**src/rtl/core/pdr_pkg.sv**
```systemverilog
package pdr_pkg;

   // Field widths
   localparam int KEY_W        = 8;
   localparam int TIME_W       = 16;
   localparam int SPEED_W      = 18;
   localparam int ANGLE_W      = 32;
   localparam int POS_W        = 32;
   localparam int QUAT_W       = 16;
   localparam int LIN_VEL_W    = 19;
   localparam int ANG_VEL_W    = 33;
   localparam int CSR_INDEX_W  = 8;
   localparam int CSR_DATA_W   = 32;

   localparam int CORDIC_ITERATIONS_DEF = 16;
   localparam int ATAN_ENTRIES          = 24;
   localparam int ATAN_IDX_W            = 5;

   // Key codes
   localparam logic [KEY_W-1:0] KEY_FWD   = 8'd119;
   localparam logic [KEY_W-1:0] KEY_BACK  = 8'd115;
   localparam logic [KEY_W-1:0] KEY_LEFT  = 8'd97;
   localparam logic [KEY_W-1:0] KEY_RIGHT = 8'd100;

   // Register indexes
   localparam logic [CSR_INDEX_W-1:0] CSR_LINEAR_SPEED      = 8'd0;
   localparam logic [CSR_INDEX_W-1:0] CSR_TURN_RATE         = 8'd1;
   localparam logic [CSR_INDEX_W-1:0] CSR_MAX_STEP_TIME     = 8'd2;
   localparam logic [CSR_INDEX_W-1:0] CSR_DEFAULT_STEP_TIME = 8'd3;

   // Register reset values
   localparam logic [SPEED_W-1:0] LINEAR_SPEED_RST      = 18'd19661;
   localparam logic [ANGLE_W-1:0] TURN_RATE_RST         = 32'd683565276;
   localparam logic [TIME_W-1:0]  MAX_STEP_TIME_RST     = 16'd6554;
   localparam logic [TIME_W-1:0]  DEFAULT_STEP_TIME_RST = 16'd3277;

   // CORDIC gain limit, Q1.30
   localparam logic signed [31:0] CORDIC_GAIN = 32'sd652032874;

   typedef logic signed [31:0] unit_type;

   // arctan(2^-i) in binary angle units
   function automatic logic [31:0] atan_entry(input logic [ATAN_IDX_W-1:0] idx);
      logic [31:0] val;
      case (idx)
         5'd0:    val = 32'h20000000;
         5'd1:    val = 32'h12E4051E;
         5'd2:    val = 32'h09FB385B;
         5'd3:    val = 32'h051111D4;
         5'd4:    val = 32'h028B0D43;
         5'd5:    val = 32'h0145D7E1;
         5'd6:    val = 32'h00A2F61E;
         5'd7:    val = 32'h00517C55;
         5'd8:    val = 32'h0028BE53;
         5'd9:    val = 32'h00145F2F;
         5'd10:   val = 32'h000A2F98;
         5'd11:   val = 32'h000517CC;
         5'd12:   val = 32'h00028BE6;
         5'd13:   val = 32'h000145F3;
         5'd14:   val = 32'h0000A2FA;
         5'd15:   val = 32'h0000517D;
         5'd16:   val = 32'h000028BE;
         5'd17:   val = 32'h0000145F;
         5'd18:   val = 32'h00000A30;
         5'd19:   val = 32'h00000518;
         5'd20:   val = 32'h0000028C;
         5'd21:   val = 32'h00000146;
         5'd22:   val = 32'h000000A3;
         5'd23:   val = 32'h00000051;
         default: val = 32'h00000000;
      endcase
      return val;
   endfunction

endpackage

```
**src/rtl/core/pdr_req_if.sv**
```systemverilog
interface pdr_req_if;
   logic                           valid;
   logic                           ready;
   logic [pdr_pkg::KEY_W-1:0]      key_code;
   logic [pdr_pkg::TIME_W-1:0]     elapsed_time;

   modport source (output valid, output key_code, output elapsed_time, input ready);
   modport sink   (input valid, input key_code, input elapsed_time, output ready);
endinterface

```
**src/rtl/core/pdr_rsp_if.sv**
```systemverilog
interface pdr_rsp_if;
   logic                                  valid;
   logic                                  ready;
   logic signed [pdr_pkg::POS_W-1:0]      x_position;
   logic signed [pdr_pkg::POS_W-1:0]      y_position;
   logic        [pdr_pkg::ANGLE_W-1:0]    heading;
   logic signed [pdr_pkg::QUAT_W-1:0]     quat_z;
   logic signed [pdr_pkg::QUAT_W-1:0]     quat_w;
   logic signed [pdr_pkg::LIN_VEL_W-1:0]  linear_velocity;
   logic signed [pdr_pkg::ANG_VEL_W-1:0]  angular_velocity;

   modport source (output valid, output x_position, output y_position, output heading,
                   output quat_z, output quat_w, output linear_velocity,
                   output angular_velocity, input ready);
   modport sink   (input valid, input x_position, input y_position, input heading,
                   input quat_z, input quat_w, input linear_velocity,
                   input angular_velocity, output ready);
endinterface

```
**src/rtl/core/pdr_csr_if.sv**
```systemverilog
interface pdr_csr_if;
   logic                              valid;
   logic                              ready;
   logic [pdr_pkg::CSR_INDEX_W-1:0]   reg_index;
   logic [pdr_pkg::CSR_DATA_W-1:0]    wdata;

   modport source (output valid, output reg_index, output wdata, input ready);
   modport sink   (input valid, input reg_index, input wdata, output ready);
endinterface

```
**src/rtl/core/pose_dead_reckoning_integrator.sv**
```systemverilog
// Channel   Port      Dir   Payload
// input     req_bus   in    key_code[7:0], elapsed_time[15:0]
// result    rsp_bus   out   x/y_position, heading, quat_z/w, linear/angular_velocity
// config    csr_bus   in    reg_index[7:0], wdata[31:0]
//
// Each item runs from accept to result through two passes of the shared CORDIC stage
// plus the shared multiplier steps for heading, x and y; the next item can be accepted
// only once this one has reached the output register and the sequencer is idle.
// req ready is high only while idle.
// Synchronous active-high reset restores register defaults and a zero pose.
// A finished result sits in the output register; the next item is accepted meanwhile,
// and the sequencer waits at its end only if the previous result is still untaken.
module pose_dead_reckoning_integrator #(
   parameter int CORDIC_ITERATIONS = pdr_pkg::CORDIC_ITERATIONS_DEF
) (
   input  logic        clock,
   input  logic        reset,
   pdr_req_if.sink     req_bus,
   pdr_rsp_if.source   rsp_bus,
   pdr_csr_if.sink     csr_bus
);

   localparam int ITER_W = $clog2(CORDIC_ITERATIONS);
   localparam logic [ITER_W-1:0] ITER_LAST = ITER_W'(CORDIC_ITERATIONS - 1);

   localparam logic [3:0] ST_IDLE  = 4'd0;
   localparam logic [3:0] ST_DELTA = 4'd1;
   localparam logic [3:0] ST_HEAD  = 4'd2;
   localparam logic [3:0] ST_CINIT = 4'd3;
   localparam logic [3:0] ST_CITER = 4'd4;
   localparam logic [3:0] ST_CEND  = 4'd5;
   localparam logic [3:0] ST_MULV  = 4'd6;
   localparam logic [3:0] ST_MULD  = 4'd7;
   localparam logic [3:0] ST_ACC   = 4'd8;
   localparam logic [3:0] ST_DONE  = 4'd9;

   localparam logic signed [31:0] UNIT_MAX = 32'sd1073741824;
   localparam logic signed [31:0] UNIT_MIN = -32'sd1073741824;
   localparam logic signed [37:0] POS_MAX  = 38'sd2147483647;
   localparam logic signed [37:0] POS_MIN  = -38'sd2147483648;
   localparam logic signed [31:0] QUAT_MAX = 32'sd32767;

   function automatic pdr_pkg::unit_type clamp_unit(input logic signed [31:0] v);
      pdr_pkg::unit_type r;
      if (v > UNIT_MAX) r = UNIT_MAX;
      else if (v < UNIT_MIN) r = UNIT_MIN;
      else r = v;
      return r;
   endfunction

   function automatic logic signed [15:0] quat_round(input logic signed [31:0] v);
      logic signed [31:0] r;
      r = (v + 32'sd16384) >>> 15;
      return (r > QUAT_MAX) ? 16'sd32767 : r[15:0];
   endfunction

   // configuration
   logic [pdr_pkg::SPEED_W-1:0] fwd_speed_ff, fwd_speed_in;
   logic [pdr_pkg::ANGLE_W-1:0] turn_rate_ff, turn_rate_in;
   logic [pdr_pkg::TIME_W-1:0]  max_step_ff, max_step_in;
   logic [pdr_pkg::TIME_W-1:0]  dflt_step_ff, dflt_step_in;

   // sequencer and datapath
   logic [3:0]               state_ff, state_in;
   logic                     pass_ff, pass_in;
   logic                     axis_ff, axis_in;
   logic [ITER_W-1:0]        iter_ff, iter_in;
   logic                     flip_ff, flip_in;
   logic                     turn_ff, turn_in;
   logic [pdr_pkg::TIME_W-1:0] dt_ff, dt_in;
   logic signed [18:0]       speed_ff, speed_in;
   logic signed [32:0]       rate_ff, rate_in;
   logic signed [52:0]       prod_ff, prod_in;
   logic signed [31:0]       cx_ff, cx_in, cy_ff, cy_in, cz_ff, cz_in;
   logic signed [31:0]       cos_ff, cos_in, sin_ff, sin_in;
   logic signed [31:0]       pos_x_ff, pos_x_in, pos_y_ff, pos_y_in;
   logic [31:0]              head_ff, head_in;
   logic signed [15:0]       qz_ff, qz_in, qw_ff, qw_in;

   // result register
   logic                     rsp_valid_ff, rsp_valid_in;
   logic signed [31:0]       out_x_ff, out_x_in, out_y_ff, out_y_in;
   logic [31:0]              out_head_ff, out_head_in;
   logic signed [15:0]       out_qz_ff, out_qz_in, out_qw_ff, out_qw_in;
   logic signed [18:0]       out_lin_ff, out_lin_in;
   logic signed [32:0]       out_ang_ff, out_ang_in;

   // combinational helpers
   logic [pdr_pkg::TIME_W-1:0] dt_sel;
   logic signed [32:0]       mul_a;
   logic signed [19:0]       mul_b;
   logic signed [52:0]       mul_p;
   logic signed [52:0]       rnd30, rnd16;
   logic signed [22:0]       v_rnd;
   logic [31:0]              delta;
   logic signed [36:0]       d_step;
   logic signed [31:0]       pos_sel;
   logic signed [37:0]       pos_sum;
   logic signed [31:0]       pos_sat;
   logic signed [31:0]       sh_x, sh_y, atan_val;
   logic [31:0]              ang, ang_q, ang_h;
   logic signed [31:0]       x_fin, y_fin;

   assign req_bus.ready = (state_ff == ST_IDLE);
   assign csr_bus.ready = 1'b1;

   assign rsp_bus.valid            = rsp_valid_ff;
   assign rsp_bus.x_position       = out_x_ff;
   assign rsp_bus.y_position       = out_y_ff;
   assign rsp_bus.heading          = out_head_ff;
   assign rsp_bus.quat_z           = out_qz_ff;
   assign rsp_bus.quat_w           = out_qw_ff;
   assign rsp_bus.linear_velocity  = out_lin_ff;
   assign rsp_bus.angular_velocity = out_ang_ff;

   assign dt_sel = (req_bus.elapsed_time == '0 || req_bus.elapsed_time > max_step_ff)
                   ? dflt_step_ff : req_bus.elapsed_time;

   // shared multiplier operand select
   assign rnd30 = prod_ff + 53'sd536870912;
   assign rnd16 = prod_ff + 53'sd32768;
   assign v_rnd = rnd30[52:30];
   assign delta = rnd16[47:16];
   assign d_step = rnd16[52:16];

   always_comb begin
      mul_a = '0;
      mul_b = '0;
      case (state_ff)
         ST_DELTA: begin
            mul_a = $signed({1'b0, turn_rate_ff});
            mul_b = $signed({4'b0, dt_ff});
         end
         ST_MULV: begin
            mul_a = 33'(axis_ff ? sin_ff : cos_ff);
            mul_b = 20'(speed_ff);
         end
         ST_MULD: begin
            mul_a = 33'(v_rnd);
            mul_b = $signed({4'b0, dt_ff});
         end
         default: begin
            mul_a = '0;
            mul_b = '0;
         end
      endcase
   end

   assign mul_p = mul_a * mul_b;

   // position accumulate with saturation
   assign pos_sel = axis_ff ? pos_y_ff : pos_x_ff;
   assign pos_sum = 38'(pos_sel) + 38'(d_step);
   assign pos_sat = (pos_sum > POS_MAX) ? POS_MAX[31:0]
                  : (pos_sum < POS_MIN) ? POS_MIN[31:0] : pos_sum[31:0];

   // CORDIC micro-rotation
   assign sh_x     = cy_ff >>> iter_ff;
   assign sh_y     = cx_ff >>> iter_ff;
   assign atan_val = $signed(pdr_pkg::atan_entry(pdr_pkg::ATAN_IDX_W'(iter_ff)));

   // fold angle into [-1/4, 1/4) turn
   assign ang   = pass_ff ? {1'b0, head_ff[31:1]} : head_ff;
   assign ang_q = ang + 32'h4000_0000;
   assign ang_h = ang + 32'h8000_0000;

   assign x_fin = flip_ff ? -cx_ff : cx_ff;
   assign y_fin = flip_ff ? -cy_ff : cy_ff;

   always_comb begin
      fwd_speed_in = fwd_speed_ff;
      turn_rate_in = turn_rate_ff;
      max_step_in  = max_step_ff;
      dflt_step_in = dflt_step_ff;
      state_in     = state_ff;
      pass_in      = pass_ff;
      axis_in      = axis_ff;
      iter_in      = iter_ff;
      flip_in      = flip_ff;
      turn_in      = turn_ff;
      dt_in        = dt_ff;
      speed_in     = speed_ff;
      rate_in      = rate_ff;
      prod_in      = prod_ff;
      cx_in        = cx_ff;
      cy_in        = cy_ff;
      cz_in        = cz_ff;
      cos_in       = cos_ff;
      sin_in       = sin_ff;
      pos_x_in     = pos_x_ff;
      pos_y_in     = pos_y_ff;
      head_in      = head_ff;
      qz_in        = qz_ff;
      qw_in        = qw_ff;
      rsp_valid_in = rsp_valid_ff & ~rsp_bus.ready;
      out_x_in     = out_x_ff;
      out_y_in     = out_y_ff;
      out_head_in  = out_head_ff;
      out_qz_in    = out_qz_ff;
      out_qw_in    = out_qw_ff;
      out_lin_in   = out_lin_ff;
      out_ang_in   = out_ang_ff;

      if (csr_bus.valid) begin
         case (csr_bus.reg_index)
            pdr_pkg::CSR_LINEAR_SPEED:      fwd_speed_in = csr_bus.wdata[pdr_pkg::SPEED_W-1:0];
            pdr_pkg::CSR_TURN_RATE:         turn_rate_in = csr_bus.wdata;
            pdr_pkg::CSR_MAX_STEP_TIME:     max_step_in  = csr_bus.wdata[pdr_pkg::TIME_W-1:0];
            pdr_pkg::CSR_DEFAULT_STEP_TIME: dflt_step_in = csr_bus.wdata[pdr_pkg::TIME_W-1:0];
            default: ;
         endcase
      end

      case (state_ff)
         ST_IDLE: begin
            if (req_bus.valid) begin
               dt_in    = dt_sel;
               speed_in = '0;
               rate_in  = '0;
               turn_in  = 1'b0;
               case (req_bus.key_code)
                  pdr_pkg::KEY_FWD:   speed_in = $signed({1'b0, fwd_speed_ff});
                  pdr_pkg::KEY_BACK:  speed_in = -$signed({1'b0, fwd_speed_ff});
                  pdr_pkg::KEY_LEFT: begin
                     rate_in = $signed({1'b0, turn_rate_ff});
                     turn_in = 1'b1;
                  end
                  pdr_pkg::KEY_RIGHT: begin
                     rate_in = -$signed({1'b0, turn_rate_ff});
                     turn_in = 1'b1;
                  end
                  default: ;
               endcase
               state_in = ST_DELTA;
            end
         end
         ST_DELTA: begin
            prod_in  = mul_p;
            state_in = ST_HEAD;
         end
         ST_HEAD: begin
            // sign of rate picks the turn direction
            if (turn_ff) head_in = rate_ff[32] ? head_ff - delta : head_ff + delta;
            pass_in  = 1'b0;
            state_in = ST_CINIT;
         end
         ST_CINIT: begin
            flip_in  = ang_q[31];
            cz_in    = $signed(ang_q[31] ? ang_h : ang);
            cx_in    = pdr_pkg::CORDIC_GAIN;
            cy_in    = '0;
            iter_in  = '0;
            state_in = ST_CITER;
         end
         ST_CITER: begin
            if (!cz_ff[31]) begin
               cx_in = cx_ff - sh_x;
               cy_in = cy_ff + sh_y;
               cz_in = cz_ff - atan_val;
            end else begin
               cx_in = cx_ff + sh_x;
               cy_in = cy_ff - sh_y;
               cz_in = cz_ff + atan_val;
            end
            if (iter_ff == ITER_LAST) state_in = ST_CEND;
            else iter_in = iter_ff + 1'b1;
         end
         ST_CEND: begin
            if (!pass_ff) begin
               cos_in   = clamp_unit(x_fin);
               sin_in   = clamp_unit(y_fin);
               axis_in  = 1'b0;
               state_in = ST_MULV;
            end else begin
               qw_in    = quat_round(clamp_unit(x_fin));
               qz_in    = quat_round(clamp_unit(y_fin));
               state_in = ST_DONE;
            end
         end
         ST_MULV: begin
            prod_in  = mul_p;
            state_in = ST_MULD;
         end
         ST_MULD: begin
            prod_in  = mul_p;
            state_in = ST_ACC;
         end
         ST_ACC: begin
            if (!axis_ff) begin
               pos_x_in = pos_sat;
               axis_in  = 1'b1;
               state_in = ST_MULV;
            end else begin
               pos_y_in = pos_sat;
               pass_in  = 1'b1;
               state_in = ST_CINIT;
            end
         end
         ST_DONE: begin
            if (!rsp_valid_ff || rsp_bus.ready) begin
               rsp_valid_in = 1'b1;
               out_x_in     = pos_x_ff;
               out_y_in     = pos_y_ff;
               out_head_in  = head_ff;
               out_qz_in    = qz_ff;
               out_qw_in    = qw_ff;
               out_lin_in   = speed_ff;
               out_ang_in   = rate_ff;
               state_in     = ST_IDLE;
            end
         end
         default: state_in = ST_IDLE;
      endcase
   end

   always_ff @(posedge clock) begin
      if (reset) begin
         fwd_speed_ff <= pdr_pkg::LINEAR_SPEED_RST;
         turn_rate_ff <= pdr_pkg::TURN_RATE_RST;
         max_step_ff  <= pdr_pkg::MAX_STEP_TIME_RST;
         dflt_step_ff <= pdr_pkg::DEFAULT_STEP_TIME_RST;
         state_ff     <= ST_IDLE;
         pass_ff      <= 1'b0;
         axis_ff      <= 1'b0;
         pos_x_ff     <= '0;
         pos_y_ff     <= '0;
         head_ff      <= '0;
         rsp_valid_ff <= 1'b0;
      end else begin
         fwd_speed_ff <= fwd_speed_in;
         turn_rate_ff <= turn_rate_in;
         max_step_ff  <= max_step_in;
         dflt_step_ff <= dflt_step_in;
         state_ff     <= state_in;
         pass_ff      <= pass_in;
         axis_ff      <= axis_in;
         pos_x_ff     <= pos_x_in;
         pos_y_ff     <= pos_y_in;
         head_ff      <= head_in;
         rsp_valid_ff <= rsp_valid_in;
      end
   end

   always_ff @(posedge clock) begin
      iter_ff     <= iter_in;
      flip_ff     <= flip_in;
      turn_ff     <= turn_in;
      dt_ff       <= dt_in;
      speed_ff    <= speed_in;
      rate_ff     <= rate_in;
      prod_ff     <= prod_in;
      cx_ff       <= cx_in;
      cy_ff       <= cy_in;
      cz_ff       <= cz_in;
      cos_ff      <= cos_in;
      sin_ff      <= sin_in;
      qz_ff       <= qz_in;
      qw_ff       <= qw_in;
      out_x_ff    <= out_x_in;
      out_y_ff    <= out_y_in;
      out_head_ff <= out_head_in;
      out_qz_ff   <= out_qz_in;
      out_qw_ff   <= out_qw_in;
      out_lin_ff  <= out_lin_in;
      out_ang_ff  <= out_ang_in;
   end

endmodule
```
**src/flat_wrapper.sv**
```systemverilog
// flat-port wrapper written by rule: the top's interface ports become plain ports
module pose_dead_reckoning_integrator_flat 
#(
   parameter int CORDIC_ITERATIONS = pdr_pkg::CORDIC_ITERATIONS_DEF
)
  (clock, reset, req_bus_valid, req_bus_key_code, req_bus_elapsed_time, req_bus_ready, rsp_bus_valid, rsp_bus_x_position, rsp_bus_y_position, rsp_bus_heading, rsp_bus_quat_z, rsp_bus_quat_w, rsp_bus_linear_velocity, rsp_bus_angular_velocity, rsp_bus_ready, csr_bus_valid, csr_bus_reg_index, csr_bus_wdata, csr_bus_ready);
  pdr_req_if req_bus_i ();
  pdr_rsp_if rsp_bus_i ();
  pdr_csr_if csr_bus_i ();
  input  logic clock;
  input  logic reset;
  input wire logic [$bits(req_bus_i.valid)-1:0] req_bus_valid;
  input wire logic [$bits(req_bus_i.key_code)-1:0] req_bus_key_code;
  input wire logic [$bits(req_bus_i.elapsed_time)-1:0] req_bus_elapsed_time;
  output wire logic [$bits(req_bus_i.ready)-1:0] req_bus_ready;
  output wire logic [$bits(rsp_bus_i.valid)-1:0] rsp_bus_valid;
  output wire logic [$bits(rsp_bus_i.x_position)-1:0] rsp_bus_x_position;
  output wire logic [$bits(rsp_bus_i.y_position)-1:0] rsp_bus_y_position;
  output wire logic [$bits(rsp_bus_i.heading)-1:0] rsp_bus_heading;
  output wire logic [$bits(rsp_bus_i.quat_z)-1:0] rsp_bus_quat_z;
  output wire logic [$bits(rsp_bus_i.quat_w)-1:0] rsp_bus_quat_w;
  output wire logic [$bits(rsp_bus_i.linear_velocity)-1:0] rsp_bus_linear_velocity;
  output wire logic [$bits(rsp_bus_i.angular_velocity)-1:0] rsp_bus_angular_velocity;
  input wire logic [$bits(rsp_bus_i.ready)-1:0] rsp_bus_ready;
  input wire logic [$bits(csr_bus_i.valid)-1:0] csr_bus_valid;
  input wire logic [$bits(csr_bus_i.reg_index)-1:0] csr_bus_reg_index;
  input wire logic [$bits(csr_bus_i.wdata)-1:0] csr_bus_wdata;
  output wire logic [$bits(csr_bus_i.ready)-1:0] csr_bus_ready;
  assign req_bus_i.valid = req_bus_valid;
  assign req_bus_i.key_code = req_bus_key_code;
  assign req_bus_i.elapsed_time = req_bus_elapsed_time;
  assign req_bus_ready = req_bus_i.ready;
  assign rsp_bus_valid = rsp_bus_i.valid;
  assign rsp_bus_x_position = rsp_bus_i.x_position;
  assign rsp_bus_y_position = rsp_bus_i.y_position;
  assign rsp_bus_heading = rsp_bus_i.heading;
  assign rsp_bus_quat_z = rsp_bus_i.quat_z;
  assign rsp_bus_quat_w = rsp_bus_i.quat_w;
  assign rsp_bus_linear_velocity = rsp_bus_i.linear_velocity;
  assign rsp_bus_angular_velocity = rsp_bus_i.angular_velocity;
  assign rsp_bus_i.ready = rsp_bus_ready;
  assign csr_bus_i.valid = csr_bus_valid;
  assign csr_bus_i.reg_index = csr_bus_reg_index;
  assign csr_bus_i.wdata = csr_bus_wdata;
  assign csr_bus_ready = csr_bus_i.ready;
  pose_dead_reckoning_integrator #(.CORDIC_ITERATIONS(CORDIC_ITERATIONS)) u_core (.clock(clock), .reset(reset), .req_bus(req_bus_i), .rsp_bus(rsp_bus_i), .csr_bus(csr_bus_i));
endmodule
```
**config.mk**
```make
export PLATFORM = sky130hd
export DESIGN_NAME = pose_dead_reckoning_integrator_flat
export DESIGN_NICKNAME = d
export VERILOG_FILES = /design/src/rtl/core/pdr_pkg.sv /design/src/rtl/core/pdr_req_if.sv /design/src/rtl/core/pdr_rsp_if.sv /design/src/rtl/core/pdr_csr_if.sv /design/src/rtl/core/pose_dead_reckoning_integrator.sv /design/src/flat_wrapper.sv
export SDC_FILE = /design/constraint.sdc
export NUM_CORES = 2
export LEC_CHECK = 0
export BUFFER_PORTS_ARGS = -buffer_cell sky130_fd_sc_hd__buf_2
export CORE_ASPECT_RATIO = 1.4
export CORE_UTILIZATION = 50
export CTS_CLUSTER_DIAMETER = 30
export DETAILED_ROUTE_END_ITERATION = 10
export GPL_TIMING_DRIVEN = 1
export PLACE_DENSITY = 0.73
export SYNTH_ARGS = -nofsm -noshare
export SYNTH_HDL_FRONTEND = slang
export SYNTH_SLANG_ARGS = --single-unit
```
**constraint.sdc**
```tcl
create_clock -name clock -period 23.9 [get_ports clock]
set_clock_uncertainty 0.05 [all_clocks]
set_input_delay 1.195 -clock clock [delete_from_list [all_inputs] [get_ports clock]]
set_output_delay 1.195 -clock clock [all_outputs]
set_load 0.1 [all_outputs]
```
# Word-level counts from Yosys, hierarchy flattened
# Memories as Yosys holds them, arrays and structs flattened. A register that Yosys moved wholly into a read port is not among the register bits.
# Index checks and enable logic that the tools add are counted.
# classes
n_addsub,20
n_mul,1
n_lt_le_gt_ge,9
eq_ne,23
n_shift,2
muxes,44
bitwise_logic,4
reduce_logical,27
# op_table
op,count
$mux 32,19
$pmux 32 s2,3
$add 32x32->32,4
$sub 32x32->32,4
$pmux 33 s3,1
$pmux 33 s2,1
$add 32x16->32 const B,2
$gt 32x32->1 const B,2
$lt 32x31->1 const B,2
$neg 32->32,2
$sshr 32x4->32,2
$add 53x17->53 const B,1
$add 53x31->53 const B,1
$mul 33x20->53,1
$pmux 20 s2,1
$pmux 4 s10,1
$add 32x37->38,1
$gt 38x32->1 const B,1
$lt 38x32->1 const B,1
$pmux 19 s2,1
$gt 17x16->1 const B,2
$mux 33,1
$neg 32->33,1
$add 32x31->32 const B,1
31 further kinds,74
# word_totals
reg_bits,684
rom_bits,480
in_bits,69
output_inout_bits,183
word_cells,163
n_memories,1
# memory_table
memory,depth,word_bits,read_ports,rd_clocked_by_memory_dff,wr,line_no,rtl
(no name shown),16,30,1,1,0,pdr_pkg.sv:45,case (idx)

# Depth between registers and ports, before layout
# depth
word_depth,9
ltp_mapped,37
ltp_nobuf,36

# Least setup slack after synthesis
# No wires, ideal clock.
# synth_timing
path_type,in2reg
start,input port rsp_bus_ready
end,register u_core.out_ang_ff[0] (netlist: u_core.rsp_bus.angular_velocity[0]) (enable)
arrival_ps,14233
required_time_ps,22873
setup_slack_ps,8639
cell_stages,2
path_cell_list,nor2b_1 -> nor3b_1
# synth_between
elab_chain_cells,2
# synth_lines
item,line_no,rtl
"start, declared",flat_wrapper.sv:24,input wire logic [$bits(rsp_bus_i.ready)-1:0] rsp_bus_ready;
$logic_or 1x1->1,pose_dead_reckoning_integrator.sv:300,if (!rsp_valid_ff || rsp_bus.ready) begin
$reduce_and 2->1 (no source line),n/a,
"end signal, assigned",pose_dead_reckoning_integrator.sv:365,out_ang_ff <= out_ang_in;
"end, declared",pose_dead_reckoning_integrator.sv:86,"logic signed [32:0] out_ang_ff, out_ang_in;"
# Every way passes these cells.
# A chain may end at the register's enable or synchronous reset.

# Worst setup path in the final report
# layout_timing
start,register u_core.state_ff[0]
end,"register u_core.prod_ff[48], data pin"
# layout_between
elab_chain_cells,4
# layout_lines
item,line_no,rtl
"start, declared",pose_dead_reckoning_integrator.sv:64,"logic [3:0] state_ff, state_in;"
"start signal, assigned",pose_dead_reckoning_integrator.sv:334,state_ff <= state_in;
$eq 4x1->1 / $eq 4x3->1 (equally long branches),pose_dead_reckoning_integrator.sv:129,case (state_ff)
$reduce_or 2->1 (no source line),n/a,
$pmux 20 s2,pose_dead_reckoning_integrator.sv:129,
$mul 33x20->53 *,pose_dead_reckoning_integrator.sv:149,assign mul_p = mul_a * mul_b;
net u_core.mul_p[48],pose_dead_reckoning_integrator.sv:92,logic signed [52:0] mul_p;
"end signal, assigned",pose_dead_reckoning_integrator.sv:351,prod_ff <= prod_in;
"end, declared",pose_dead_reckoning_integrator.sv:73,"logic signed [52:0] prod_ff, prod_in;"
# Mark *: on every way through the listed nets, which the timed path passes. The rest lies on a longest branch.

==> impl_metrics.csv <==
group,metric,value,unit
run_status,run_status,"complete, but fails checks",
run_status,violated_checks,"max-capacitance violations, max-slew violations",
timing,worst-slew-pin-transition,1510,ps
detailed_routing,route.detailed.wl_per_inst,24.3,um
clock_network,clk_pin_slew,60,ps
yosys,syn_nets,8283,
timing,fin_ws,13180,ps
detailed_routing,drt_iter0_drc,5745,
setup_path,cpPeakStageDelay,800,ps
timing,max_slew_margin,-0.00465,
placement,hpwl,172000,um
yosys,proportion_of_synthesized_flip_flops_having_asynchronous_set_or_reset,0,
yosys,syn_inst,7227,
setup_path,critPathMostFrequentCell,"sky130_fd_sc_hd__fa_1",
layout,num-nets-final,8372,
layout,largest_register_ff_count,38,
timing,grt_setup_unrepaired,"false",
timing,max_freq,0.0933,GHz
setup_path,critical_path_startpoint_category,"flop",
clock_network,clock_insertion_delay_worst_skew,790,ps
die,start_util,0.506,
die,floorplan.die_area,136000,um2
clock_network,cts_made_buffers,119,
placement,portBuffers,250,
power,total_power,5.78,mW
placement,place.gp.congestion,1.06,
die,fp.coreArea,133000,um2
clock_network,cts_hold_repair.buffers,0,
yosys,synth_cell_types,100,
layout,area_delta_synth_final,10.7,%
layout,final_non_filler_cell_total,9185,
clock_network,clock_path_buffers,3,
power,power.ir.vdd_worst,0.0788,mV
setup_path,path_class,"flop to flop",
die,core.rowCount,158,
yosys,ys_ff_latch,699,
detailed_routing,routed_wirelength,223000,um
layout,registers.top_by_ff_count,"u_core.prod_ff",
setup_path,cp_max_fo,43,
die,floorplan.die.width,312,um
yosys,avgSynthCellArea,9.30,um2
power,static_power_due_to_leakage,31.5,nW
yosys,synth.area.top_cells,"sky130_fd_sc_hd__edfxtp_1, sky130_fd_sc_hd__fa_1, sky130_fd_sc_hd__dfxtp_1",
yosys,count_leader_synth,"sky130_fd_sc_hd__inv_1",
power,cellPowerDensity,77.7,nW/um2
grt,track_usage,0.326,
layout,multi_input_comb_area,43700,um2
layout,sequential_cell_area,18800,um2
detailed_routing,vias_per_std_cell,6.08,
die,floorplan.die.height,436,um
detailed_routing,drc_errors,0,
grt,grt_max_degree,171,
clock_network,tritoncts,"built",
timing,finalCriticalPeriod,10720,ps
worst_hold_path,timing.hold.worst.class,"flop to flop",
layout,fillCellCount,11700,
yosys,synth_enable_flop_cells,484,
layout,layout-drive-gt1-share,0.111,
timing,hold_violations,0,
clock_network,cts_root_buf,"sky130_fd_sc_hd__clkbuf_16",
yosys,mappedNetlistArea,67200,um2
detailed_routing,route.antenna.remaining_nets,0,
yosys,seq_area_frac_synth,0.280,
layout,layout.core_utilization,0.560,
timing,min_period_over_period,0.448,
timing,setup-violations-final,0,
yosys,most_used_flip_flop_cell_after_synthesis,"sky130_fd_sc_hd__edfxtp_1",
grt,grt_antenna_before_repair,7,
yosys,yosysWarningCount,0,
setup_path,cp-end-kind,"flop",
clock_network,htree_num_levels,3,
setup_path,required,24360,ps
run,cap_violations,1,
detailed_routing,drt-pass1-iter-count,9,
grt,grt_first_pass_wirelength,335000,um
clock_network,clkSinkCount,699,
yosys,area_leader_netlist,"sky130_fd_sc_hd__edfxtp_1",
detailed_routing,vias,55800,
placement,pre_cts_ws,13410,ps
grt,grt.overflow.total,0,
die,boundaryPins,252,
yosys,synth.top_cell.area_share,0.216,
yosys,post_synth_most_frequent_cells,"sky130_fd_sc_hd__inv_1, sky130_fd_sc_hd__nor2_1, sky130_fd_sc_hd__nand2_1",
clock_network,cts.repair_timing.setup_buffer_count,0,
setup_path,timing.critical_path.slowest_stage_cell,"sky130_fd_sc_hd__dfxtp_1",
setup_path,cp_data_arrival_time,11180,ps
clock_network,cts-resized-gates,0,
timing,setup_total_negative_slack,0,ps
placement,placed_cells,8955,
timing,timing_max_transition_violations_final,12,
grt,grt_pass1_vias,55700,
-- layer usage --
metal	wire length (um)	GRT usage
met5	34	0
met4	20200	0.255
met3	17100	0.0508
met2	108000	0.544
met1	77900	0.375
-- worst max-delay path, delay by kind of cell, from the launching register on --
kind	cells	cell delay [ps]
buffers and inverters	6	1270
flip-flops	1	800
AO/OA/AOI/OAI	9	3100
adder cells (fa/ha/maj)	8	4050
AND/OR/NAND/NOR	5	1100
-- logic make-up after synthesis --
| group | after synthesis | share of synthesized area |
|---|---|---|
| and+or+nand+nor | 2296 | 0.154 |
| AOI/OAI and AO/OA | 1287 | 0.127 |
| buffers and inverters | 1272 | 0.0721 |
| adders and majority gates | 987 | 0.257 |
| DFF | 699 | 0.280 |
| xor gates and xnor gates | 445 | 0.0580 |
| muxes | 240 | 0.0519 |
| other | 1 | 0.0000558 |
-- worst paths after layout --
| kind | from | end | slack (ps) | cells past startpoint |
|---|---|---|---|---|
| max reg2reg | u_core.state_ff[0] | u_core.prod_ff[48] | 13180 | 28 |
| max | u_core.state_ff[0] | u_core.prod_ff[48] | 13180 | 28 |
| min | u_core.qw_ff[2] | u_core.rsp_bus.quat_w[2] | 350 | 0 |
| min reg2reg | u_core.qw_ff[2] | u_core.rsp_bus.quat_w[2] | 350 | 0 |
-- per-stage QoR --
stage          area [um2]  hold slack (ps)
3_3_place_gp        70100              354
2_1_floorplan       67200              350
6_report            74400              348
5_1_grt             74400              365
4_1_cts             74400              348
3_5_place_dp        70100              355
-- report_power, final --
part | switching [mW] | internal, mW | leakage [nW] | total (mW)
clock | 0.696 | 1.10 | 2.07 | 1.80
combinational | 1.52 | 0.884 | 23.2 | 2.41
sequential | 0.141 | 1.43 | 6.27 | 1.58
-- area by class of cell --
class / instances / area share
clock inverters: 92 / 0.0154
flip-flops and latches: 699 / 0.253
multi-input cells: 5256 / 0.588
clock buffers: 133 / 0.0419
repair buffers: 350 / 0.0271
diodes: 5 / 0.000168
inverters: 890 / 0.0449
well taps: 1760 / 0.0296
-- placed cells by master, fill, tap and decap left out, types with 18 or more instances in the layout --
cell / instances
sky130_fd_sc_hd__a211oi_1: 55
sky130_fd_sc_hd__a21o_1: 95
sky130_fd_sc_hd__a21oi_1: 351
sky130_fd_sc_hd__a22o_1: 31
sky130_fd_sc_hd__a311oi_1: 47
sky130_fd_sc_hd__a31oi_1: 59
sky130_fd_sc_hd__and2_1: 26
sky130_fd_sc_hd__and3_1: 49
sky130_fd_sc_hd__and4_1: 18
sky130_fd_sc_hd__buf_2: 249
sky130_fd_sc_hd__buf_4: 100
sky130_fd_sc_hd__clkbuf_16: 122
sky130_fd_sc_hd__dfxtp_1: 213
sky130_fd_sc_hd__edfxtp_1: 484
sky130_fd_sc_hd__fa_1: 658
sky130_fd_sc_hd__ha_1: 329
sky130_fd_sc_hd__inv_1: 886
sky130_fd_sc_hd__inv_6: 24
sky130_fd_sc_hd__mux2_2: 69
sky130_fd_sc_hd__mux2i_1: 91
sky130_fd_sc_hd__mux4_2: 80
sky130_fd_sc_hd__nand2_1: 798
sky130_fd_sc_hd__nand2b_1: 59
sky130_fd_sc_hd__nand3_1: 116
sky130_fd_sc_hd__nand4_1: 39
sky130_fd_sc_hd__nor2_1: 814
sky130_fd_sc_hd__nor2b_1: 46
sky130_fd_sc_hd__nor3_1: 100
sky130_fd_sc_hd__nor4_1: 40
sky130_fd_sc_hd__o211ai_1: 30
sky130_fd_sc_hd__o21a_1: 60
sky130_fd_sc_hd__o21ai_0: 252
sky130_fd_sc_hd__o21bai_1: 24
sky130_fd_sc_hd__o221a_2: 21
sky130_fd_sc_hd__o221ai_1: 23
sky130_fd_sc_hd__o31ai_1: 43
sky130_fd_sc_hd__or3_1: 57
sky130_fd_sc_hd__or4_1: 24
sky130_fd_sc_hd__xnor2_1: 243
sky130_fd_sc_hd__xor2_1: 202
Power figures use the tool's default switching activity.
